### src/hw/rtl/dtr_pkg.sv
`timescale 1ns / 1ps
`default_nettype none

package dtr_pkg;

  // Sizes of the ranging arithmetic
  localparam int TS_W      = 32;            // radio timestamp
  localparam int DLY_W     = 16;            // half antenna delay
  localparam int SCALE_W   = 24;            // mm per tick, Q16
  localparam int GAIN_W    = 17;            // filter gain, Q16
  localparam int CNT_CFG_W = 4;             // anchor count register
  localparam int IDX_IN_W  = 3;             // anchor index field
  localparam int PROD_W    = 2 * TS_W;      // interval product
  localparam int DEN_W     = TS_W + 2;      // sum of four intervals
  localparam int NUM_W     = PROD_W + SCALE_W; // scaled magnitude
  localparam int QUO_W     = 41;            // quotient bits kept
  localparam int DIV_STEPS = QUO_W;
  localparam int DCNT_W    = $clog2(DIV_STEPS);
  localparam int MM_W      = 24;            // distance in mm
  localparam int FPROD_W   = GAIN_W + 1 + MM_W + 1;

  localparam int NUM_ANCHORS_DEF = 8;

  // Saturation limits and filter constants
  localparam logic [MM_W:0]       SAT_POS_MAG = 25'd8388607;
  localparam logic [MM_W:0]       SAT_NEG_MAG = 25'd8388608;
  localparam logic [MM_W-1:0]     SAT_POS     = 24'h7FFFFF;
  localparam logic [MM_W-1:0]     SAT_NEG     = 24'h800000;
  localparam logic [GAIN_W-1:0]   GAIN_ONE    = 17'h10000;
  localparam logic [FPROD_W-1:0]  ROUND_HALF  = FPROD_W'(32768);

  // Register reset values
  localparam logic [DLY_W-1:0]     ANT_DLY_RST = 16'd16476;
  localparam logic [SCALE_W-1:0]   SCALE_RST   = 24'd307477;
  localparam logic [GAIN_W-1:0]    GAIN_RST    = 17'd6554;
  localparam logic [CNT_CFG_W-1:0] ANC_CNT_RST = 4'd3;

  localparam int PADDR_W = 4;
  localparam int PDATA_W = 32;

  typedef enum logic [1:0] {
    REG_ANT_DLY = 2'd0,
    REG_SCALE   = 2'd1,
    REG_GAIN    = 2'd2,
    REG_ANC_CNT = 2'd3
  } reg_idx_t;

  typedef enum logic [1:0] {
    ST_OK   = 2'd0,
    ST_ZERO = 2'd1,
    ST_SAT  = 2'd2,
    ST_BAD  = 2'd3
  } status_t;

  typedef enum logic [3:0] {
    OP_NONE,
    OP_LOAD,
    OP_MUL_ROUND,
    OP_MUL_REPLY,
    OP_DIFF,
    OP_MUL_LO,
    OP_MUL_HI,
    OP_SUM,
    OP_CHECK,
    OP_DIV,
    OP_POST,
    OP_FILT_MUL,
    OP_FILT_OUT
  } op_t;

  typedef struct packed {
    op_t op;
  } cmd_t;

  typedef struct packed {
    logic skip_div;
  } dp_stat_t;

  typedef struct packed {
    logic [DLY_W-1:0]     ant_dly;
    logic [SCALE_W-1:0]   scale;
    logic [GAIN_W-1:0]    gain;
    logic [CNT_CFG_W-1:0] anc_cnt;
  } cfg_t;

endpackage

`default_nettype wire

### src/hw/rtl/dtr_cfg.sv
`timescale 1ns / 1ps
`default_nettype none

module dtr_cfg
  import dtr_pkg::*;
(
  input  wire logic               clk,
  input  wire logic               rst_n,
  input  wire logic               psel,
  input  wire logic               penable,
  input  wire logic               pwrite,
  input  wire logic [PADDR_W-1:0] paddr,
  input  wire logic [PDATA_W-1:0] pwdata,
  output logic      [PDATA_W-1:0] prdata,
  output logic                    pready,
  output cfg_t                    cfg
);

  cfg_t     cfg_r, cfg_nxt;
  reg_idx_t sel;
  logic     wr_en;

  assign sel    = reg_idx_t'(paddr[PADDR_W-1:2]);
  assign wr_en  = psel & penable & pwrite;
  assign pready = 1'b1;
  assign cfg    = cfg_r;

  // Decode the write word into the addressed register
  always_comb begin
    cfg_nxt = cfg_r;
    if (wr_en) begin
      unique case (sel)
        REG_ANT_DLY: cfg_nxt.ant_dly = pwdata[DLY_W-1:0];
        REG_SCALE:   cfg_nxt.scale   = pwdata[SCALE_W-1:0];
        REG_GAIN:    cfg_nxt.gain    = pwdata[GAIN_W-1:0];
        REG_ANC_CNT: cfg_nxt.anc_cnt = pwdata[CNT_CFG_W-1:0];
        default:     cfg_nxt = cfg_r;
      endcase
    end
  end

  always_ff @(posedge clk) begin
    if (!rst_n) begin
      cfg_r.ant_dly <= ANT_DLY_RST;
      cfg_r.scale   <= SCALE_RST;
      cfg_r.gain    <= GAIN_RST;
      cfg_r.anc_cnt <= ANC_CNT_RST;
    end else begin
      cfg_r <= cfg_nxt;
    end
  end

  // Read back the addressed register
  always_comb begin
    unique case (sel)
      REG_ANT_DLY: prdata = PDATA_W'(cfg_r.ant_dly);
      REG_SCALE:   prdata = PDATA_W'(cfg_r.scale);
      REG_GAIN:    prdata = PDATA_W'(cfg_r.gain);
      REG_ANC_CNT: prdata = PDATA_W'(cfg_r.anc_cnt);
      default:     prdata = '0;
    endcase
  end

endmodule

`default_nettype wire

### config.mk
export PLATFORM = sky130hd
export DESIGN_NAME = dtr_cfg
export DESIGN_NICKNAME = d
export VERILOG_FILES = /design/src/hw/rtl/dtr_pkg.sv /design/src/hw/rtl/dtr_cfg.sv
export SDC_FILE = /design/constraint.sdc
export NUM_CORES = 1
export LEC_CHECK = 0
export ABC_AREA = 1
export BUFFER_PORTS_ARGS = -buffer_cell sky130_fd_sc_hd__buf_2
export CAP_MARGIN = 15
export CORE_MARGIN = 2
export CORE_UTILIZATION = 40
export DETAILED_ROUTE_END_ITERATION = 10
export PLACE_DENSITY = 0.73
export SYNTH_ARGS = -nofsm -noshare
export SYNTH_HDL_FRONTEND = slang
export SYNTH_SLANG_ARGS = --single-unit
export TNS_END_PERCENT = 30
### constraint.sdc
create_clock -name clk -period 1.7 [get_ports clk]
set_clock_uncertainty 0.2 [all_clocks]
set_input_delay 0.51 -clock clk [delete_from_list [all_inputs] [get_ports clk]]
set_output_delay 0.51 -clock clk [all_outputs]
set_load 0.05 [all_outputs]
## After elaboration in Yosys (flattened, before gate mapping)

Cells that the tools add are included.

| storage, ports and cells | value |
|---|---|
| input bits | 41 |
| register bits | 61 |
| output and inout bits | 94 |

| cells by class | value |
|---|---|
| equality and inequality tests | 3 |
| bitwise logic cells | 2 |
| reductions and logical operators | 5 |
| mux-type cells | 1 |

Operators by type and width:

| kind | count |
|---|---|
| $pmux W32 S4 | 1 |
| $reduce_and A2 Y1 | 4 |
| $eq A2 B2 Y1 const B | 2 |
| $and A1 B1 Y1 | 2 |
| $eq A2 B1 Y1 const B | 1 |
| $logic_not A2 Y1 | 1 |

## Logic depth before layout (Yosys ltp)

Gate-level depths: netlist of the first run.

| depth | value |
|---|---|
| depth in word-level cells | 3 |
| depth in mapped cells | 6 |

## Least setup slack after synthesis of the first run

Ideal clock, no wire load.

| timing path | value |
|---|---|
| path type | input port to output port |
| from | in paddr[3] |
| to | out prdata[0] |
| data required time | 0.990 ns |
| arrival time | 1.435 ns |
| cell stages on the path | 4 |
| slack | -0.445 ns |
| path through | nor2_2 buf_2 nand2_1 nand4_1 |

| between the ends | value |
|---|---|
| cells in the longest elaborated chain, start to end | 2 |

RTL lines:

| item | line | text |
|---|---|---|
| start: declaration | dtr_cfg.sv:12 | `input wire logic [PADDR_W-1:0] paddr,` |
| $eq A2 B2 Y1, or another cell as far along | dtr_cfg.sv:55 | `unique case (sel)` |
| $pmux W32 S4 (*) | dtr_cfg.sv:55 |  |
| end: declaration | dtr_cfg.sv:14 | `output logic [PDATA_W-1:0] prdata,` |

Mark *: on every way between the ends. The rest lies on a longest branch, timed or not. The select of a mux whose other input is x is not followed.

## Worst setup path in the final report of the first run

| timing path | value |
|---|---|
| from | in paddr[3] |
| to | out prdata[15] |

The elaborated chain is that of the path after synthesis.

==> metrics.txt, run 1 <==
# TYPE chip_impl_metric gauge
chip_impl_info{name="run_status",value="finished with violations"} 1
chip_impl_info{name="failing_checks",value="setup timing"} 1
chip_impl_metric{name="final.min_clock_period",unit="ns"} 2.057
chip_impl_metric{name="ctsHoldBuffers",unit=""} 0
chip_impl_metric{name="starting_density",unit="%"} 40.57
chip_impl_metric{name="total_leakage_power",unit="nW"} 2.293
chip_impl_metric{name="setup_viol",unit=""} 24
chip_impl_metric{name="powerDensity",unit="nW/um^2"} 766.6
chip_impl_info{name="class_of_the_tightest_hold_or_removal_check",value="primary input to flop"} 1
chip_impl_metric{name="worst-path-max-fanout",unit=""} 7
chip_impl_metric{name="mappedNetlistArea",unit="sq um"} 2895
chip_impl_metric{name="routed-via-count",unit=""} 3317
chip_impl_metric{name="cts.clk_slew.worst_paths",unit="ns"} 0.07
chip_impl_metric{name="maximum_clock_frequency",unit="MHz"} 486.1
chip_impl_metric{name="std_cell_rows",unit=""} 31
chip_impl_metric{name="first_pass_detailed_route_iteration_total",unit=""} 5
chip_impl_metric{name="area_of_all_placed_cells_without_fillers",unit="sq um"} 4654
chip_impl_metric{name="netlist_instances",unit=""} 445
chip_impl_metric{name="arrival",unit="ns"} 1.35
chip_impl_metric{name="route.antenna.remaining_nets",unit=""} 0
chip_impl_metric{name="drtIter0Drc",unit=""} 156
chip_impl_metric{name="area_growth_syn_to_layout",unit="%"} 60.76
chip_impl_metric{name="synth_area_per_cell",unit="sq um"} 6.506
chip_impl_info{name="crit_chain",value="buf_12 > nor2_4 > buf_12 > buf_8 > nand2_2 > nand3_2 > buf_8"} 1
chip_impl_metric{name="cp_num_cells",unit=""} 7
chip_impl_info{name="endpoint_kind",value="primary output"} 1
chip_impl_metric{name="multi_input_comb_area",unit="sq um"} 1593
chip_impl_metric{name="drive_above_1_share",unit="%"} 35.60
chip_impl_metric{name="antenna-diode-count",unit=""} 0
chip_impl_metric{name="cap_violations",unit=""} 0
chip_impl_info{name="criticalPathCategory",value="primary input to primary output"} 1
chip_impl_metric{name="finalCoreUtilization",unit="%"} 65.22
chip_impl_metric{name="grt_pass1_vias",unit=""} 2955
chip_impl_metric{name="worstRegToRegCells",unit=""} 2
chip_impl_metric{name="timing.final.hold_violations",unit=""} 0
chip_impl_metric{name="share_comb_of_total_power",unit="%"} 23.1
chip_impl_metric{name="power.internal",unit="mW"} 2.487
chip_impl_info{name="reg2reg_from",value="cfg[54]"} 1
chip_impl_metric{name="clock_sinks",unit=""} 61
chip_impl_metric{name="fp.dieH",unit="um"} 89.08
chip_impl_metric{name="nets",unit=""} 626
chip_impl_metric{name="grt_start_max_net_pins",unit=""} 62
chip_impl_metric{name="final_max_slew_viol_count",unit=""} 0
chip_impl_info{name="setup_repair_after_global_routing_missed_its_margin",value="yes"} 1
chip_impl_metric{name="ys_types",unit=""} 17
chip_impl_metric{name="core",unit="sq um"} 7137
chip_impl_metric{name="wl_per_cell",unit="um"} 13.89
chip_impl_metric{name="global_route.usage.total",unit="%"} 23.41
chip_impl_info{name="critical-path-top-delay-family",value="buffers and inverters"} 1
chip_impl_metric{name="detailedPlacementHpwl",unit="um"} 5910
chip_impl_metric{name="standard_cell_area_after_detailed_placement",unit="sq um"} 3825
chip_impl_metric{name="route.detailed.vias_per_inst",unit=""} 4.835
chip_impl_metric{name="synth-seq-cells",unit=""} 61
chip_impl_metric{name="grt_overflow_total",unit=""} 0
chip_impl_info{name="critical_path.slowest_cell",value="nor2_4"} 1
chip_impl_metric{name="cts-buffers-inserted",unit=""} 9
chip_impl_metric{name="seqPwrFrac",unit="%"} 41.7
chip_impl_metric{name="worst_skew_pair.late_latency",unit="ns"} 0.33
chip_impl_metric{name="die_area",unit="sq um"} 7934
chip_impl_metric{name="num_io_pins",unit=""} 135
chip_impl_metric{name="maximum_level_of_the_cts_h_tree",unit=""} 3
chip_impl_metric{name="seq_area_frac_synth",unit="%"} 42.18
chip_impl_metric{name="dieWidth",unit="um"} 89.08
chip_impl_metric{name="critical_path.max_stage_delay",unit="ns"} 0.17
chip_impl_metric{name="setup_slack",unit="ns"} -0.3571
chip_impl_metric{name="holdPathStages",unit=""} 3
chip_impl_info{name="worst_hold_startpoint",value="pwdata[18]"} 1
chip_impl_metric{name="worst_voltage_drop_across_the_vdd_grid",unit="uV"} 467.9
chip_impl_metric{name="min_period_over_period",unit="%"} 121.0
chip_impl_metric{name="postRouteWirelength",unit="um"} 9530
chip_impl_metric{name="largest_register_ffs",unit=""} 61
chip_impl_metric{name="p_sw_share",unit="%"} 30.30
chip_impl_metric{name="n_fill_cell",unit=""} 617
chip_impl_metric{name="critPathRequiredTime",unit="ns"} 0.99
chip_impl_metric{name="grt_antenna_before_repair",unit=""} 0
chip_impl_metric{name="final-seq-area",unit="sq um"} 1221
chip_impl_metric{name="cts_buffer_depth",unit=""} 2
chip_impl_info{name="critPathLaunchType",value="primary input"} 1
chip_impl_metric{name="critical_path_buf_inv_count",unit=""} 4
chip_impl_metric{name="grt_pass1_wl",unit="um"} 14160
chip_impl_info{name="timing.critical_path.from",value="paddr[3]"} 1
chip_impl_metric{name="port-buffer-count",unit=""} 115
chip_impl_metric{name="drcViolationCount",unit=""} 0
chip_impl_metric{name="total_switching_power",unit="mW"} 1.081
chip_impl_metric{name="yosysWarningCount",unit=""} 0
chip_impl_info{name="cts_tree",value="done"} 1
chip_impl_info{name="clock_tree.root_cell",value="clkbuf_8"} 1
chip_impl_metric{name="power.clock.fraction",unit="%"} 35.2
chip_impl_metric{name="finalWeightedCongestion",unit=""} 0.8145
## worst reg2reg max path: cells and delay by family (launching register included)
| family | cells | cell delay [ns] |
|---|---|---|
| flops | 1 | 0.33 |
| simple gates | 2 | 0.23 |
## power groups by stage
stage	combinational (mW)	sequential (mW)	clock, mW
6_report	0.824	1.49	1.26
5_1_grt	0.878	1.49	1.35
4_1_cts	0.786	1.49	1.27
3_5_place_dp	0.670	1.52	0
3_3_place_gp	0.663	1.52	0
2_1_floorplan	0.378	1.62	0
## worst paths after layout
kind | endpoint | slack (ns)
setup reg to reg | cfg[54] | 0.84
setup / recovery | prdata[15] | -0.36
hold / removal | cfg[39] | 0.19
hold reg to reg | cfg[39] | 0.28
## through the flow
stage | hold slack (ns) | power, mW | setup slack [ns] | std cells | setup TNS, ns
floorplan | 0.4361 | 2.002 | -0.3613 | 452 | -5.565
global placement | 0.2632 | 2.179 | -0.5674 | 658 | -25.43
detailed placement | 0.2730 | 2.187 | -0.5822 | 658 | -27.06
CTS | 0.1775 | 3.547 | -0.3432 | 683 | -6.416
global route | 0.1840 | 3.714 | -0.3937 | 686 | -7.304
finish | 0.1861 | 3.568 | -0.3571 | 686 | -6.502
## cell families after synthesis
kind of cell           count (synthesis)  share of synthesized area, %
DFF                                   61                         42.18
other                                  2                        0.2594
and+or+nand+nor                      318                         46.76
buffers and inverters                 64                         10.80
## cell usage in the layout, fill, tap and decap left out
| cell | synthesis | layout |
|---|---|---|
| dfxtp_1 | 61 | 61 |
| bufinv_16 | 0 | 1 |
| nand2_2 | 1 | 11 |
| nor2_4 | 5 | 15 |
| nand4_1 | 4 | 4 |
| inv_12 | 0 | 1 |
| buf_4 | 12 | 27 |
| bufbuf_16 | 0 | 1 |
| clkbuf_4 | 0 | 40 |
| nor2_1 | 86 | 79 |
| inv_2 | 2 | 1 |
| nand3_4 | 1 | 4 |
| nand3_1 | 73 | 61 |
| clkinv_2 | 0 | 1 |
| buf_2 | 10 | 42 |
| nand2_1 | 146 | 134 |
| buf_12 | 0 | 13 |
| conb_1 | 2 | 9 |
| buf_6 | 2 | 14 |
| nand2_8 | 0 | 1 |
| inv_1 | 31 | 30 |
| inv_6 | 0 | 1 |
| nand3_2 | 0 | 9 |
| clkbuf_8 | 0 | 11 |
| nand2_4 | 0 | 1 |
| buf_8 | 0 | 15 |
## cells in the mapped netlist
library cell	count	area share (%)
buf_1	4	0.52
buf_2	10	1.7
buf_4	12	3.1
buf_6	2	0.78
clkbuf_1	3	0.39
conb_1	2	0.26
dfxtp_1	61	42
inv_1	31	4.0
inv_2	2	0.26
nand2_1	146	19
nand2_2	1	0.22
nand3_1	73	13
nand3_4	1	0.61
nand4_1	4	0.86
nor2_1	86	11
nor2_2	2	0.43
nor2_4	5	1.9
## cell type report
type | instances | area share, %
inverters | 33 | 3.038
flip-flops and latches | 61 | 26.24
well taps | 99 | 2.661
multi-input cells | 328 | 34.22
clock inverters | 2 | 0.7527
clock buffers | 11 | 3.253
repair buffers | 152 | 29.84
## timing repair
item                                    4_1_cts  5_1_grt
pin swaps                                     8        4
resized for setup                            87       69
setup buffers                                11        3
endpoints found under the setup margin       50       85
hold endpoints to repair                      0        0
cloned                                        1        1
## layer usage
metal  vias to the layer above  GRT usage (%)  routed length [um]
met1                      1523          27.50                3748
met5                         -              0                   0
met2                       134          40.71                4820
met4                         0          10.99                 267
li1                       1638              -                   -
met3                        22          4.986                 693
No activity file was read; power rests on OpenSTA's default activity.
==> inputs of run 2 (changes only) <==
- BUFFER_PORTS_ARGS: -buffer_cell sky130_fd_sc_hd__buf_2 -> -buffer_cell sky130_fd_sc_hd__buf_4
- CORE_UTILIZATION: 40 -> 42
- PLACE_DENSITY: 0.73 -> 0.76
==> metrics.txt, run 2 (synthesized netlist as in run 1, its figures left out) <==
# TYPE chip_impl_metric gauge
chip_impl_metric{name="dieWidth",unit="um"} 87.03
chip_impl_metric{name="die_area",unit="sq um"} 7573
chip_impl_metric{name="timing.final.hold_violations",unit=""} 0
chip_impl_info{name="critical_path.slowest_cell",value="nor2_4"} 1
chip_impl_metric{name="grt_pass1_wl",unit="um"} 14810
chip_impl_metric{name="route.antenna.remaining_nets",unit=""} 0
chip_impl_info{name="critPathLaunchType",value="primary input"} 1
chip_impl_metric{name="finalCoreUtilization",unit="%"} 69.80
chip_impl_info{name="criticalPathCategory",value="primary input to primary output"} 1
chip_impl_info{name="critical-path-top-delay-family",value="buffers and inverters"} 1
chip_impl_metric{name="cts-buffers-inserted",unit=""} 9
chip_impl_metric{name="grt_start_max_net_pins",unit=""} 26
chip_impl_metric{name="clock_sinks",unit=""} 61
chip_impl_metric{name="area_growth_syn_to_layout",unit="%"} 61.97
chip_impl_metric{name="critPathRequiredTime",unit="ns"} 0.99
chip_impl_metric{name="global_route.usage.total",unit="%"} 25.28
chip_impl_metric{name="min_period_over_period",unit="%"} 122.5
chip_impl_metric{name="drcViolationCount",unit=""} 0
chip_impl_metric{name="drive_above_1_share",unit="%"} 36.67
chip_impl_metric{name="setup_slack",unit="ns"} -0.3817
chip_impl_metric{name="routed-via-count",unit=""} 3345
chip_impl_metric{name="critical_path_buf_inv_count",unit=""} 5
chip_impl_metric{name="globalRouteMet2Util",unit="%"} 44.69
chip_impl_info{name="setup_repair_after_global_routing_missed_its_margin",value="yes"} 1
chip_impl_metric{name="holdWs",unit="ns"} 0.1877
chip_impl_metric{name="starting_density",unit="%"} 43.09
chip_impl_info{name="reg2reg_from",value="cfg[19]"} 1
chip_impl_metric{name="grt_pass1_vias",unit=""} 3059
chip_impl_info{name="run_status",value="finished with violations"} 1
chip_impl_info{name="clock_tree.root_cell",value="clkbuf_8"} 1
chip_impl_metric{name="num_io_pins",unit=""} 135
chip_impl_info{name="crit_chain",value="buf_12 > inv_12 > nor2_4 > buf_6 > buf_12 > nand2_2 > nand4_1 > buf_6"} 1
chip_impl_info{name="worst_hold_startpoint",value="pwdata[15]"} 1
chip_impl_metric{name="timing.setup.tns",unit="ns"} -7.042
chip_impl_metric{name="reg2reg_setup_slack",unit="ns"} 0.86
chip_impl_metric{name="setup_viol",unit=""} 24
chip_impl_metric{name="largest_register_ffs",unit=""} 61
chip_impl_info{name="cts_tree",value="done"} 1
chip_impl_info{name="layout_common_cells",value="nand2_1, buf_4, nor2_1"} 1
chip_impl_metric{name="grt_overflow_total",unit=""} 0
chip_impl_info{name="class_of_the_tightest_hold_or_removal_check",value="primary input to flop"} 1
chip_impl_metric{name="postRouteWirelength",unit="um"} 9559
chip_impl_metric{name="arrival",unit="ns"} 1.37
chip_impl_metric{name="maximum_level_of_the_cts_h_tree",unit=""} 3
chip_impl_metric{name="worst-path-max-fanout",unit=""} 5
chip_impl_metric{name="cts.clk_slew.worst_paths",unit="ns"} 0.07
chip_impl_metric{name="area_of_all_placed_cells_without_fillers",unit="sq um"} 4690
chip_impl_metric{name="met1_usage",unit="%"} 30.76
chip_impl_metric{name="standard_cell_area_after_detailed_placement",unit="sq um"} 4139
chip_impl_info{name="top_usage_layer",value="met2"} 1
chip_impl_metric{name="core",unit="sq um"} 6719
chip_impl_metric{name="cap_violations",unit=""} 0
chip_impl_metric{name="maximum_clock_frequency",unit="MHz"} 480.4
chip_impl_metric{name="critical_path.max_stage_delay",unit="ns"} 0.17
chip_impl_metric{name="total_leakage_power",unit="nW"} 2.342
chip_impl_metric{name="cts_buffer_depth",unit=""} 2
chip_impl_metric{name="finalWeightedCongestion",unit=""} 0.8088
chip_impl_metric{name="fp.dieH",unit="um"} 87.03
chip_impl_metric{name="worst_skew_pair.late_latency",unit="ns"} 0.33
chip_impl_metric{name="design_power_total",unit="mW"} 3.596
chip_impl_metric{name="detailedPlacementHpwl",unit="um"} 6348
chip_impl_info{name="timing.critical_path.from",value="paddr[3]"} 1
chip_impl_metric{name="wl_per_cell",unit="um"} 14.29
chip_impl_metric{name="antenna-diode-count",unit=""} 0
chip_impl_info{name="endpoint_kind",value="primary output"} 1
chip_impl_metric{name="std_cell_rows",unit=""} 30
chip_impl_metric{name="nets",unit=""} 625
chip_impl_metric{name="final_max_slew_viol_count",unit=""} 0
chip_impl_metric{name="use_met3",unit="%"} 5.498
chip_impl_info{name="layout.cells.most_common",value="nand2_1"} 1
chip_impl_info{name="failing_checks",value="setup timing"} 1
chip_impl_metric{name="route.detailed.vias_per_inst",unit=""} 5.000
chip_impl_metric{name="drtIter0Drc",unit=""} 186
chip_impl_metric{name="powerDensity",unit="nW/um^2"} 766.9
chip_impl_metric{name="grt_antenna_before_repair",unit=""} 0
chip_impl_metric{name="final.min_clock_period",unit="ns"} 2.082
chip_impl_metric{name="first_pass_detailed_route_iteration_total",unit=""} 4
chip_impl_metric{name="worst_voltage_drop_across_the_vdd_grid",unit="uV"} 511.7
chip_impl_metric{name="port-buffer-count",unit=""} 115
run 2: cell count changes in the layout (fill, tap and decap cells not counted), moves of 3 or more:
| cell | change |
|---|---|
| nand2_1 | -7 |
| nor2_2 | +7 |
| buf_2 | -42 |
| buf_4 | +81 |
| nor2_4 | -8 |
| clkbuf_4 | -40 |
| buf_12 | -3 |
| nand2_4 | +3 |
| nand2_2 | +4 |
| buf_8 | -3 |
| buf_6 | +7 |
run 2: report_power, final:
| group | internal, mW | switching [mW] |
|---|---|---|
| combinational | 0.304 | 0.521 |
| clock | 0.713 | 0.568 |
| sequential | 1.46 | 0.0284 |
| total | 2.48 | 1.12 |
run 2: what timing repair did:
item | in CTS | in global routing
endpoints found under the setup margin | 25 | 26
hold buffers | 0 | 0
hold endpoints to repair | 0 | 0
pin swaps | 15 | 2
gates cloned | 2 | 0
gates resized for setup | 44 | 33
buffers inserted | 7 | 1
run 2: final cells by class:
cell class              count  area (sq um)
fillers                   568          2029
multi-input cells         327          1582
repair buffers            152          1455
flip-flops and latches     61          1224
clock buffers              12         145.1
inverters                  33         136.4
well taps                  80         100.1
clock inverters             4         47.55
run 2: worst paths after layout:
check | to | cells after the start
setup / recovery | prdata[1] | 8
hold / removal | cfg[36] | 3
setup reg to reg | cfg[19] | 2
hold reg to reg | cfg[36] | 2
run 2: worst reg2reg max path, stage by stage (launching register included):
cell,delay [ns]
dfxtp_1,0.41
nor2_1,0.07
nor2_1,0.10
run 2: per-layer routing:
metal | vias up | share of wire, %
met5 | - | 0
met4 | 0 | 0.69
met3 | 7 | 5.8
met2 | 124 | 53
met1 | 1581 | 41
li1 | 1633 | -
run 2: metrics by stage:
step,instances,setup slack (ns)
after global routing,669,-0.4209
after global placement,644,-0.4006
after floorplan,452,-0.3613
after detailed placement,644,-0.4105
after CTS,669,-0.3538
final,669,-0.3817
