$ cat src/hw/rtl/dtr_pkg.sv
`timescale 1ns / 1ps
`default_nettype none

package dtr_pkg;

  // Sizes of the ranging arithmetic
  localparam int TS_W      = 32;            // radio timestamp
  localparam int DLY_W     = 16;            // half antenna delay
  localparam int SCALE_W   = 24;            // mm per tick, Q16
  localparam int GAIN_W    = 17;            // filter gain, Q16
  localparam int CNT_CFG_W = 4;             // anchor count register
  localparam int IDX_IN_W  = 3;             // anchor index field
  localparam int PROD_W    = 2 * TS_W;      // interval product
  localparam int DEN_W     = TS_W + 2;      // sum of four intervals
  localparam int NUM_W     = PROD_W + SCALE_W; // scaled magnitude
  localparam int QUO_W     = 41;            // quotient bits kept
  localparam int DIV_STEPS = QUO_W;
  localparam int DCNT_W    = $clog2(DIV_STEPS);
  localparam int MM_W      = 24;            // distance in mm
  localparam int FPROD_W   = GAIN_W + 1 + MM_W + 1;

  localparam int NUM_ANCHORS_DEF = 8;

  // Saturation limits and filter constants
  localparam logic [MM_W:0]       SAT_POS_MAG = 25'd8388607;
  localparam logic [MM_W:0]       SAT_NEG_MAG = 25'd8388608;
  localparam logic [MM_W-1:0]     SAT_POS     = 24'h7FFFFF;
  localparam logic [MM_W-1:0]     SAT_NEG     = 24'h800000;
  localparam logic [GAIN_W-1:0]   GAIN_ONE    = 17'h10000;
  localparam logic [FPROD_W-1:0]  ROUND_HALF  = FPROD_W'(32768);

  // Register reset values
  localparam logic [DLY_W-1:0]     ANT_DLY_RST = 16'd16476;
  localparam logic [SCALE_W-1:0]   SCALE_RST   = 24'd307477;
  localparam logic [GAIN_W-1:0]    GAIN_RST    = 17'd6554;
  localparam logic [CNT_CFG_W-1:0] ANC_CNT_RST = 4'd3;

  localparam int PADDR_W = 4;
  localparam int PDATA_W = 32;

  typedef enum logic [1:0] {
    REG_ANT_DLY = 2'd0,
    REG_SCALE   = 2'd1,
    REG_GAIN    = 2'd2,
    REG_ANC_CNT = 2'd3
  } reg_idx_t;

  typedef enum logic [1:0] {
    ST_OK   = 2'd0,
    ST_ZERO = 2'd1,
    ST_SAT  = 2'd2,
    ST_BAD  = 2'd3
  } status_t;

  typedef enum logic [3:0] {
    OP_NONE,
    OP_LOAD,
    OP_MUL_ROUND,
    OP_MUL_REPLY,
    OP_DIFF,
    OP_MUL_LO,
    OP_MUL_HI,
    OP_SUM,
    OP_CHECK,
    OP_DIV,
    OP_POST,
    OP_FILT_MUL,
    OP_FILT_OUT
  } op_t;

  typedef struct packed {
    op_t op;
  } cmd_t;

  typedef struct packed {
    logic skip_div;
  } dp_stat_t;

  typedef struct packed {
    logic [DLY_W-1:0]     ant_dly;
    logic [SCALE_W-1:0]   scale;
    logic [GAIN_W-1:0]    gain;
    logic [CNT_CFG_W-1:0] anc_cnt;
  } cfg_t;

endpackage

`default_nettype wire

$ cat src/hw/rtl/dtr_ctrl.sv
`timescale 1ns / 1ps
`default_nettype none

module dtr_ctrl
  import dtr_pkg::*;
(
  input  wire logic     clk,
  input  wire logic     rst_n,
  input  wire logic     in_valid,
  output logic          in_ready,
  output logic          out_valid,
  input  wire logic     out_ready,
  input  wire dp_stat_t stat,
  output cmd_t          cmd
);

  typedef enum logic [11:0] {
    S_IDLE  = 12'b0000_0000_0001,
    S_MUL1  = 12'b0000_0000_0010,
    S_MUL2  = 12'b0000_0000_0100,
    S_DIFF  = 12'b0000_0000_1000,
    S_MUL3  = 12'b0000_0001_0000,
    S_MUL4  = 12'b0000_0010_0000,
    S_SUM   = 12'b0000_0100_0000,
    S_CHECK = 12'b0000_1000_0000,
    S_DIV   = 12'b0001_0000_0000,
    S_POST  = 12'b0010_0000_0000,
    S_FMUL  = 12'b0100_0000_0000,
    S_FOUT  = 12'b1000_0000_0000
  } state_t;

  state_t            state_r, state_nxt;
  logic [DCNT_W-1:0] cnt_r, cnt_nxt;
  logic              out_valid_r, out_valid_nxt;
  logic              out_free;

  assign in_ready  = (state_r == S_IDLE);
  assign out_valid = out_valid_r;
  assign out_free  = !out_valid_r || out_ready;

  // Sequence the steps of one exchange
  always_comb begin
    state_nxt = state_r;
    cnt_nxt   = cnt_r;
    cmd.op    = OP_NONE;
    unique case (state_r)
      S_IDLE: begin
        if (in_valid) begin
          cmd.op    = OP_LOAD;
          state_nxt = S_MUL1;
        end
      end
      S_MUL1: begin
        cmd.op    = OP_MUL_ROUND;
        state_nxt = S_MUL2;
      end
      S_MUL2: begin
        cmd.op    = OP_MUL_REPLY;
        state_nxt = S_DIFF;
      end
      S_DIFF: begin
        cmd.op    = OP_DIFF;
        state_nxt = S_MUL3;
      end
      S_MUL3: begin
        cmd.op    = OP_MUL_LO;
        state_nxt = S_MUL4;
      end
      S_MUL4: begin
        cmd.op    = OP_MUL_HI;
        state_nxt = S_SUM;
      end
      S_SUM: begin
        cmd.op    = OP_SUM;
        state_nxt = S_CHECK;
      end
      S_CHECK: begin
        cmd.op  = OP_CHECK;
        cnt_nxt = '0;
        if (stat.skip_div) begin
          state_nxt = S_POST;
        end else begin
          state_nxt = S_DIV;
        end
      end
      S_DIV: begin
        cmd.op  = OP_DIV;
        cnt_nxt = cnt_r + 1'b1;
        if (cnt_r == DCNT_W'(DIV_STEPS - 1)) begin
          state_nxt = S_POST;
        end
      end
      S_POST: begin
        cmd.op    = OP_POST;
        state_nxt = S_FMUL;
      end
      S_FMUL: begin
        // hold here while the previous word is still unread
        cmd.op = OP_FILT_MUL;
        if (out_free) begin
          state_nxt = S_FOUT;
        end
      end
      S_FOUT: begin
        cmd.op    = OP_FILT_OUT;
        state_nxt = S_IDLE;
      end
      default: state_nxt = S_IDLE;
    endcase
  end

  // Output word valid flag
  always_comb begin
    out_valid_nxt = out_valid_r;
    if (state_r == S_FOUT) begin
      out_valid_nxt = 1'b1;
    end else if (out_ready) begin
      out_valid_nxt = 1'b0;
    end
  end

  always_ff @(posedge clk) begin
    if (!rst_n) begin
      state_r     <= S_IDLE;
      cnt_r       <= '0;
      out_valid_r <= 1'b0;
    end else begin
      state_r     <= state_nxt;
      cnt_r       <= cnt_nxt;
      out_valid_r <= out_valid_nxt;
    end
  end

endmodule

`default_nettype wire

$ cat config.mk
export PLATFORM = sky130hd
export DESIGN_NAME = dtr_ctrl
export DESIGN_NICKNAME = d
export VERILOG_FILES = /design/src/hw/rtl/dtr_pkg.sv /design/src/hw/rtl/dtr_ctrl.sv
export SDC_FILE = /design/constraint.sdc
export NUM_CORES = 1
export LEC_CHECK = 0
export BUFFER_PORTS_ARGS = -buffer_cell sky130_fd_sc_hd__clkbuf_2
export CAP_MARGIN = 30
export CORE_AREA = 2 2 48 50
export DETAILED_ROUTE_END_ITERATION = 16
export DIE_AREA = 0 0 50 52
export HOLD_SLACK_MARGIN = 0.08
export PLACE_DENSITY = 0.84
export SYNTH_ARGS = -nofsm -noshare
export SYNTH_HDL_FRONTEND = slang
export SYNTH_SLANG_ARGS = --single-unit
$ cat constraint.sdc
create_clock -name clk -period 5 [get_ports clk]
set_input_delay 0.25 -clock clk [delete_from_list [all_inputs] [get_ports clk]]
set_output_delay 0.25 -clock clk [all_outputs]
set_load 0.02 [all_outputs]
### Yosys cells after proc, flatten, opt, wreduce, memory -nomap -nowiden

Cells that the tools add are included.

* $add $sub $neg: 1
* equality and inequality tests: 16
* reductions and logical operators: 5
* muxes and demuxes: 10

Operator list (number)
* one-hot mux 12 bit (11 select lines): 1
* one-hot mux 4 bit (12 select lines): 1
* two-way mux 12 bit: 3
* equality test 12 x 1 -> 1 bit, second input constant: 1
* equality test 12 x 10 -> 1 bit, second input constant: 1
* equality test 12 x 11 -> 1 bit, second input constant: 1
* equality test 12 bit, second input constant: 1
* equality test 12 x 2 -> 1 bit, second input constant: 1
* equality test 12 x 3 -> 1 bit, second input constant: 1
* equality test 12 x 4 -> 1 bit, second input constant: 1
* equality test 12 x 5 -> 1 bit, second input constant: 1
* equality test 12 x 6 -> 1 bit, second input constant: 1
* equality test 12 x 7 -> 1 bit, second input constant: 1
* equality test 12 x 8 -> 1 bit, second input constant: 1
* equality test 12 x 9 -> 1 bit, second input constant: 1
* one-hot mux 6 bit (2 select lines): 1
* two-way mux 10 bit: 1
* adder 6 x 1 -> 6 bit, second input constant: 1
* equality test 6 bit, second input constant: 1
* != test 2 bit, second input constant: 3
* nonzero test 2 bit: 2
* two-way mux 1 bit: 3
* AND reduction 3 bit: 1
* logical NOT 1 bit: 1
* logical OR 1 bit: 1

* output and inout bits: 6
* word-level logic and storage cells: 35
* bits in registers: 19
* bits of input ports: 5

### Logic depth before layout (Yosys ltp)

Gate-level depths: netlist of run 1.

* word-level depth: 4
* mapped depth: 6
* mapped depth without buffers: 6

### Worst setup path before layout of run 1

Ideal clock, no wire load.

* path kind: register to output
* start point: reg state_r[8]
* end point: out cmd[0] in the netlist's numbering
* setup slack: 3217 ps
* data required time: 4750 ps
* cell stages (with the launch flop): 7
* buffers on the path: 1
* arrival time: 1533 ps
* cell sequence: dfxtp_1 buf_6 nor4_4 nand4_1 inv_1 nand2_1 nand4_1

RTL lines
* from (decl): RTL line dtr_ctrl.sv:32 `state_t state_r, state_nxt;`
* from (signal assigned): RTL line dtr_ctrl.sv:128 `state_r <= state_nxt;`
* to (decl): RTL line dtr_ctrl.sv:14 `output cmd_t cmd`

==> results of run 1 <==
## through the flow
stage                     std cells  hold slack [ps]  total power [uW]  instance area [sq um]  util [%]
final                           178              242               306                   1300      61.6
after global routing            178              228               325                   1300      61.6
after CTS                       178              231               309                   1300      61.6
after detailed placement        174              491               233                   1270      60.4
after global placement          174              478               232                   1270      60.4
after floorplan                 145              366               219                   1250         -
## cells by family after synthesis
family | Yosys count | synth area share [%]
adder cells (fa/ha/maj) | 2 | 2.00
buffers and inverters | 14 | 6.70
XOR/XNOR | 5 | 3.50
AO/OA/AOI/OAI | 28 | 15.1
AND/OR/NAND/NOR | 76 | 41.2
flip-flops | 19 | 30.4
multiplexers | 1 | 1.10
## routing by layer
metal / GRT usage, % / share of wire (%) / up-vias
li1: - / - / 549
met1: 31.2 / 47 / 520
met3: 3.45 / 4.9 / 4
met5: 0 / 0 / -
met2: 37.9 / 47 / 40
met4: 6.94 / 1.0 / 0
## cell usage in the layout (no fill, tap or decap), types with 2 or more instances in the layout
cell type                   netlist  routed
sky130_fd_sc_hd__ha_1             2       2
sky130_fd_sc_hd__inv_1            5       5
sky130_fd_sc_hd__o2111ai_1        2       2
sky130_fd_sc_hd__xnor2_1          3       3
sky130_fd_sc_hd__clkbuf_2         0      10
sky130_fd_sc_hd__dfxtp_1         19      19
sky130_fd_sc_hd__nor4b_1          2       2
sky130_fd_sc_hd__clkbuf_4         0       3
sky130_fd_sc_hd__nor4_1           3       3
sky130_fd_sc_hd__nor3_1           9       9
sky130_fd_sc_hd__nor2_1           7       7
sky130_fd_sc_hd__nor4_4           4       4
sky130_fd_sc_hd__nand4b_1         4       4
sky130_fd_sc_hd__nand3_1         11      11
sky130_fd_sc_hd__nand4_1          3       3
sky130_fd_sc_hd__nor3_2           3       3
sky130_fd_sc_hd__and2_1           2       2
sky130_fd_sc_hd__nand2b_1         2       2
sky130_fd_sc_hd__nor2b_1          3       3
sky130_fd_sc_hd__a31oi_1          4       4
sky130_fd_sc_hd__xor2_1           2       2
sky130_fd_sc_hd__a21oi_1          5       5
sky130_fd_sc_hd__or3_1            5       5
sky130_fd_sc_hd__o21ai_0          9       9
sky130_fd_sc_hd__a21boi_2         2       2
sky130_fd_sc_hd__nand2_1         12      12
## registers in the layout, summed over array words and instances (netlist names)
signal     cells
state_r       12
cnt_r          6
out_valid      1
## power groups by stage
| stage | logic, uW | registers [uW] | clock network (uW) |
|---|---|---|---|
| after floorplan | 56.6 | 162 | 0 |
| after global placement | 63.9 | 168 | 0 |
| after detailed placement | 64.8 | 169 | 0 |
| after CTS | 65.2 | 165 | 78.5 |
| after global routing | 71.8 | 166 | 87.1 |
| final | 65.1 | 165 | 75.2 |
## final cells by class
cell class	count	area share (%)
well taps	28	2.70
inverters	5	1.45
flip-flops and latches	19	29.3
multi-input cells	112	60.7
repair buffers	10	3.86
clock buffers	4	2.03
## critical path, delay by kind of cell (launching register included)
family | cells | cell delay (ps)
buffers and inverters | 1 | 170
flip-flops | 1 | 440
AND/OR/NAND/NOR | 4 | 1130
## cells in the mapped netlist (4+ instances only)
master | count | area [sq um]
sky130_fd_sc_hd__dfxtp_1 | 19 | 380
sky130_fd_sc_hd__nand2_1 | 12 | 45.0
sky130_fd_sc_hd__nand3_1 | 11 | 55.1
sky130_fd_sc_hd__nor3_1 | 9 | 45.0
sky130_fd_sc_hd__o21ai_0 | 9 | 45.0
sky130_fd_sc_hd__nor2_1 | 7 | 26.3
sky130_fd_sc_hd__a21oi_1 | 5 | 25.0
sky130_fd_sc_hd__inv_1 | 5 | 18.8
sky130_fd_sc_hd__or3_1 | 5 | 31.3
sky130_fd_sc_hd__a31oi_1 | 4 | 25.0
sky130_fd_sc_hd__buf_2 | 4 | 20.0
sky130_fd_sc_hd__nand4b_1 | 4 | 35.0
sky130_fd_sc_hd__nor4_4 | 4 | 85.1
## worst max path at each step
stage                            startpoint  endpoint  slack, ps  cells past startpoint
floorplan           state_r[8]$_SDFFE_PN0P_    cmd[0]       3220                      6
global placement    state_r[8]$_SDFFE_PN0P_    cmd[2]       3090                      5
detailed placement  state_r[8]$_SDFFE_PN0P_    cmd[2]       3050                      5
CTS                 state_r[8]$_SDFFE_PN0P_    cmd[2]       2720                      5
global route        state_r[8]$_SDFFE_PN0P_    cmd[1]       2560                      5
finish              state_r[4]$_SDFFE_PN0P_    cmd[3]       2720                      5
==> run summary, run 1 <==
The flow ran to the end, and the final reports show no timing, DRC or antenna violations. After synthesis the netlist holds a flip-flop and latch count of 19. The average via count per standard cell came out at around 6.3.

The critical path goes through nor4_4, and2_1, nand4b_1, nand3_1, clkbuf_2. The worst register-to-register path begins at state_r[8]$_SDFFE_PN0P_. The number of CTS-inserted buffers came out at 3. The sequential power share is between 50% and 60%. In this run the tightest slew margin relative to its limit is 67.4%. Clock tree synthesis found a total of 19 sinks. The share of post-route cells with drive strength above 1 is a little under a fifth. The most common flop cell mapped by yosys is sky130_fd_sc_hd__dfxtp_1. In the final layout, the multi-input gates occupy approximately 790 sq um. Setup repair after global routing left no endpoint under its margin. The total half-perimeter wirelength after legalization and detailed placement is around 2000 microns. The global router's overall resource usage is 23.1%. After layout, the worst path uses 45.7% of the clock period. The fraction of registers with async set or reset after synthesis came out at 0%.

The DRC violation count after routing came out at 0. The path with the worst hold slack has its endpoint at out_valid$_SDFFE_PN0P_. The relative contribution of combinational cells to total power is between 20% and 30%.

Setup slack on the critical path of the routed design comes to around 2700 ps. The worst-case reg-to-reg path depth came out at 4. The number of design-rule violations left by the first detailed-router iteration came out at between 50 and 60. The hold buffer count at CTS came out at 0. The clock edge transition at the registers on the reported setup and hold paths came out at about 100 ps.

STA classifies the critical path startpoint as a flip-flop. The worst setup path is captured at an output pin. The diode insertion count for antenna repair came out at 0. The largest stage delay on the critical path came out at 470 ps. The post-CTS setup repair buffer count is 0. For this block, the via count after detailed routing is 1113. The distinct cell type count of the synthesized netlist came out at 41. The count of maximum capacitance violations is 0. The total area of sequential cells came out at around 380 sq um.

The via count of the first global-routing pass came out at 1002. The insertion delay of the later-clocked pin in the worst-skew pair came out at between 200 and 300 ps. During synthesis, Yosys emitted a total of 0 warnings.

The region available for standard cell placement spans ~0.0021 sq mm. The die outline area is ~0.0026 sq mm. The setup TNS after final layout came out at 0 ps. Entering global routing, the biggest net connects 12 pins.

The number of hold violations in the final report is 0. The maximum VDD drop came out at between 0.15 and 0.2 mV. The placement-stage worst setup slack came out at 3050 ps. The smallest clock period supported by the final layout is computed as ~2300 ps. The arrival time of data at the critical path endpoint is between 2000 and 2500 ps. For this design, the slowest cell found on the critical path is sky130_fd_sc_hd__nor4_4. The worst setup slack for register-to-register paths came out at approximately 3100 ps. The clock network power share came out at approximately 25%. In this run the number of H-tree levels came out at 1. The number of detailed-routing iterations run before antenna repair came out at 5. The filler cell count came out at between 150 and 200. Row generation in the floorplan step produced 17 rows.

The number of enable flip-flop cells after synthesis came out at 0. The initial core utilization is 59.4%. The number of nets with antenna violations after detailed routing is 0. The final setup violation count is 0.

The critical path in this run is classified as flip-flop to output pin. The congestion estimate from routability-driven global placement came to 0.857. The die is 52 microns tall. The net switching share of the total power is 30.7%. When the netlist entered floorplanning its net count stood at ~150. The number of placed I/O pins is 11.

The sequential cell area fraction in the yosys report is 30.4%. The transition at the pin with the smallest max-transition slack came out at ~500 ps. The worst hold path begins at out_ready. After detailed routing, the average wire length per cell comes to roughly 15 microns. Once the clock tree was built, the resizer swapped 0 gates to a different size.

The highest achievable clock rate came out at 438 MHz. The number of max-slew violations in the final report came to 0. The worst hold path belongs to the class primary input to flip-flop. The layout net count is about 160.

The number of antenna violations at the first check in global routing came out at 0. Wires add up to 2610 microns. The TritonCTS clock tree is yes. The cell area power density is 236 mW/mm^2. The buffer cell driving the clock tree root is sky130_fd_sc_hd__clkbuf_4. Cell internal power was estimated by the tool at roughly 210 uW.

Between clock sinks in the finished design, the worst skew comes to 3.02 ps. The area overhead of the layout relative to synthesis came out at 3.70%. The first-pass GRT wire length came out at around 4600 microns. The chip width is around 50 microns.

The post-synthesis instance area came out at between 0.001 and 0.0015 sq mm. Along the worst hold path, the cell count comes to 3. Summed over all nets, the switching power comes to about 94 uW. Synthesis produced 145 cells.

Averaged over all synthesized cells, the footprint is roughly 8.6 sq um. The maximum count of clock buffers along a single path is 2. The static leakage power is 0.000450 uW.

The required time of the critical path is about 4800 ps. After global routing the overflow that remains totals 0. The capture instance of the worst register-to-register path is cnt_r[2]$_SDFFE_PN0P_. Port buffering added 10 buffers.

The highest net fanout along the worst path came out at 10.
Note: power is estimated with default switching activity, not from simulation.
==> run 2, diff against run 1 <==
- ABC_AREA: default -> 1
- CORE_AREA: 2 2 48 50 -> 2 2 50 52
- DIE_AREA: 0 0 50 52 -> 0 0 52 54
- PLACE_DENSITY: 0.84 -> 0.74
- clock period: 5 -> 2.1 ns (I/O delays scaled with it)
==> run summary, run 2 <==
The clock edge transition at the registers on the reported setup and hold paths is about 110 ps. The count of input and output buffers is 10. The HPWL after detailed placement is 1790 microns. The total number of H-tree levels is 1.

The flow ran to the end, and the final reports show no timing, DRC or antenna violations. At the later pin of the worst-skew pair, clock insertion delay measures about 300 ps. The synthesized netlist devotes 7.05% of its cell area to compound gates. For this block, the initial DRC count from the detailed router was 33. The sequential cell area fraction in the yosys report came out at between 30% and 40%.

The gate count after technology mapping came out at roughly 170. Yosys instantiated no cell more often than sky130_fd_sc_hd__nand2_1. The worst pin sits at a relative slew slack of 69.0%. The number of flip-flops under the largest register name is 12.

The buffer cell driving the clock tree root is sky130_fd_sc_hd__clkbuf_4. The top cell types in the final layout, fill and taps aside, are sky130_fd_sc_hd__nand2_1, sky130_fd_sc_hd__inv_1, sky130_fd_sc_hd__nor2_1, sky130_fd_sc_hd__dfxtp_1, sky130_fd_sc_hd__clkbuf_2. The Yosys step of the flow raised 0 warnings. The sum of routed wire length over all layers came out at 2220 microns. TritonCTS built the clock tree. After floorplanning, the core was sized to cover between 0.002 and 0.0025 sq mm.

The number of hold violations in the final report is 0. The number of antenna violations at the first check in global routing is 0. The maximum VDD drop is about 0.50 mV. After layout, the minimum clock period comes to between 1500 and 2000 ps. The number of enable flip-flop cells after synthesis is 0. The initial core utilization is roughly 47%.

The share of synthesized area in the top cell type comes to around a third. The row count came out at 18. The simple-gate area share of the yosys netlist came out at 44.4%. The number of CTS-inserted buffers is 3. The number of nets with antenna violations after detailed routing is 0. The highest net fanout along the worst path came out at 11. The post-synthesis instance area is ~0.0011 sq mm. The most used flip-flop cell after synthesis is sky130_fd_sc_hd__dfxtp_1. The via count of the first global-routing pass came out at around 1000. The highest achievable clock rate came out at between 500 and 600 MHz. The analysis attributes to cell leakage a power of roughly 0.00055 uW. The share of synthesized cell area in full adder, half adder and majority cells came out at about 2.3%.

The worst hold slack across all endpoints is a little over 100 ps. The fraction of registers with async set or reset after synthesis came out at 0%. The global router's overall resource usage came out at between 10% and 20%.

The critical path in this run is classified as flip-flop to output pin. Clock tree synthesis found a total of 19 sinks. The diode insertion count for antenna repair is 0. The average via count per standard cell came out at 5.02. The first detailed-routing pass ran for 4 iterations.

The filler cell count is around 250. Leaving out fill and tap cells, the most frequent cell in the layout is sky130_fd_sc_hd__nand2_1. state_r holds more flip-flops than any other register. The worst min-delay path category is primary input to flip-flop. Pin placement for this block handled 11 I/O pins. The layout net count came out at ~190. The area overhead of the layout relative to synthesis is 9.89%. The post-CTS setup repair buffer count came out at 0.

The post-route clock skew is between 9 and 10 ps. Setup repair after global routing left no endpoint under its margin. For the worst setup path, the data required time is approximately 2000 ps. The final setup violation count is 0.

The final weighted congestion of routability-driven global placement is roughly 0.83. The mean post-synth cell area came out at between 6 and 7 sq um. The distinct cell type count of the synthesized netlist is 21. The number of max-slew violations in the final report is 0.

The arrival time of data at the critical path endpoint came out at ~1800 ps. By area, the combinational part of the netlist is dominated by simple AND/OR/NAND/NOR gates. The leading area contributor after synthesis is sky130_fd_sc_hd__dfxtp_1. Ranked by instance count, the synthesized netlist is headed by sky130_fd_sc_hd__nand2_1, sky130_fd_sc_hd__inv_1, sky130_fd_sc_hd__nor2_1. The die covers about 0.0028 sq mm. The share of post-route cells with drive strength above 1 is roughly 16%. For this run the aggregate overflow at the end of global routing stands at 0.

The multi-input combinational cell area came out at roughly 600 sq um. The share of cell area taken by muxes after synthesis is 0%. The chip width came out at 52 microns. The maximum count of clock buffers along a single path came out at 2.

The cell area power density is roughly 810 mW/mm^2. In the final timing run, aggregate negative setup slack is 0 ps. After synthesis the netlist holds a flip-flop and latch count of 19.

The total area of sequential cells is between 300 and 400 sq um. The count of maximum capacitance violations came out at 0. The critical path endpoint category is an output pin. The vertical die dimension came out at between 50 and 60 microns. The first global-routing pass estimated around 4000 microns of wire. The transition at the pin with the smallest max-transition slack came out at 465 ps.

The pin count of the biggest net entering global routing came out at 16. For this block, the via count after detailed routing is 1050. After synthesis, the cell types taking the most area are sky130_fd_sc_hd__dfxtp_1, sky130_fd_sc_hd__nand2_1, sky130_fd_sc_hd__inv_1.

The xor and xnor fraction of the mapped netlist area is less than 1%. The total nets after synthesis came out at around 170. The ratio of final minimum period to clock period is between 90 and 100%. The worst setup path is launched from a flip-flop. The DRC violation count after routing is 0.

In the final routed layout, each cell accounts on average for about 11 microns.
-- run 2: changes by cell type after synthesis, moves of 5 or more --
cell and delta:
sky130_fd_sc_hd__nand2_1 +28, sky130_fd_sc_hd__inv_1 +22, sky130_fd_sc_hd__nor2_1 +15, sky130_fd_sc_hd__o21ai_0 -5, sky130_fd_sc_hd__or3_1 -5
-- run 2: worst max-delay path, cell delays in order (launching register included) --
cell,delay (ps)
sky130_fd_sc_hd__dfxtp_1,340
sky130_fd_sc_hd__nor2_1,170
sky130_fd_sc_hd__nand2_2,120
sky130_fd_sc_hd__nor2_4,280
sky130_fd_sc_hd__nand2_1,180
sky130_fd_sc_hd__nand2_2,140
sky130_fd_sc_hd__nor2_1,60
sky130_fd_sc_hd__nand2_1,50
sky130_fd_sc_hd__clkbuf_2,170
-- run 2: logic make-up after synthesis --
family,count (synthesis)
buffers and inverters,30
DFF,19
adders and majority gates,2
xor gates and xnor gates,1
and+or+nand+nor,99
AOI/OAI and AO/OA,15
-- run 2: per-stage QoR --
step	utilization [%]	area (sq um)	power (uW)	cells	setup slack (ps)
4_1_cts	52.2	1210	986	209	164
3_5_place_dp	50.6	1170	801	204	509
6_report	52.2	1210	984	209	171
2_1_floorplan	-	1100	733	166	767
3_3_place_gp	50.6	1170	795	204	567
5_1_grt	52.2	1210	1060	209	9.23
-- run 2: area by class of cell --
type | count | share of cell area (%)
Clock buffer | 4 | 2.17
Sequential cell | 19 | 31.4
Inverter | 28 | 8.69
Multi-Input combinational cell | 117 | 49.6
Timing Repair Buffer | 11 | 4.96
Tap cell | 30 | 3.10
-- run 2: routing by layer --
| layer | global-route usage, % | vias to the layer above | routed length, microns |
|---|---|---|---|
| met3 | 2.50 | 5 | 71 |
| met4 | 9.65 | 0 | 48 |
| li1 | - | 550 | - |
| met1 | 20.8 | 471 | 918 |
| met2 | 35.9 | 24 | 1180 |
| met5 | 0 | - | 0 |
-- run 2: path summary, 6_finish.rpt --
| check | from | end | slack [ps] | cells after the start |
|---|---|---|---|---|
| max | state_r[2]$_SDFFE_PN0P_ | cmd[3] | 170 | 8 |
| min | out_ready | out_valid$_SDFFE_PN0P_ | 100 | 4 |
| max reg2reg | state_r[2]$_SDFFE_PN0P_ | cnt_r[5]$_SDFFE_PN0P_ | 570 | 8 |
| min reg2reg | cnt_r[5]$_SDFFE_PN0P_ | cnt_r[5]$_SDFFE_PN0P_ | 490 | 2 |
-- run 2: what timing repair did --
action / CTS / global route
gates resized for setup: 0 / 0
hold buffers: 1 / 0
hold endpoints to repair: 1 / 0
setup endpoints to repair: 0 / 0
-- run 2: power breakdown --
group | switching [uW] | internal [uW] | total [uW]
clock network | 112 | 74.1 | 187
logic | 271 | 122 | 393
registers | 19.2 | 386 | 405
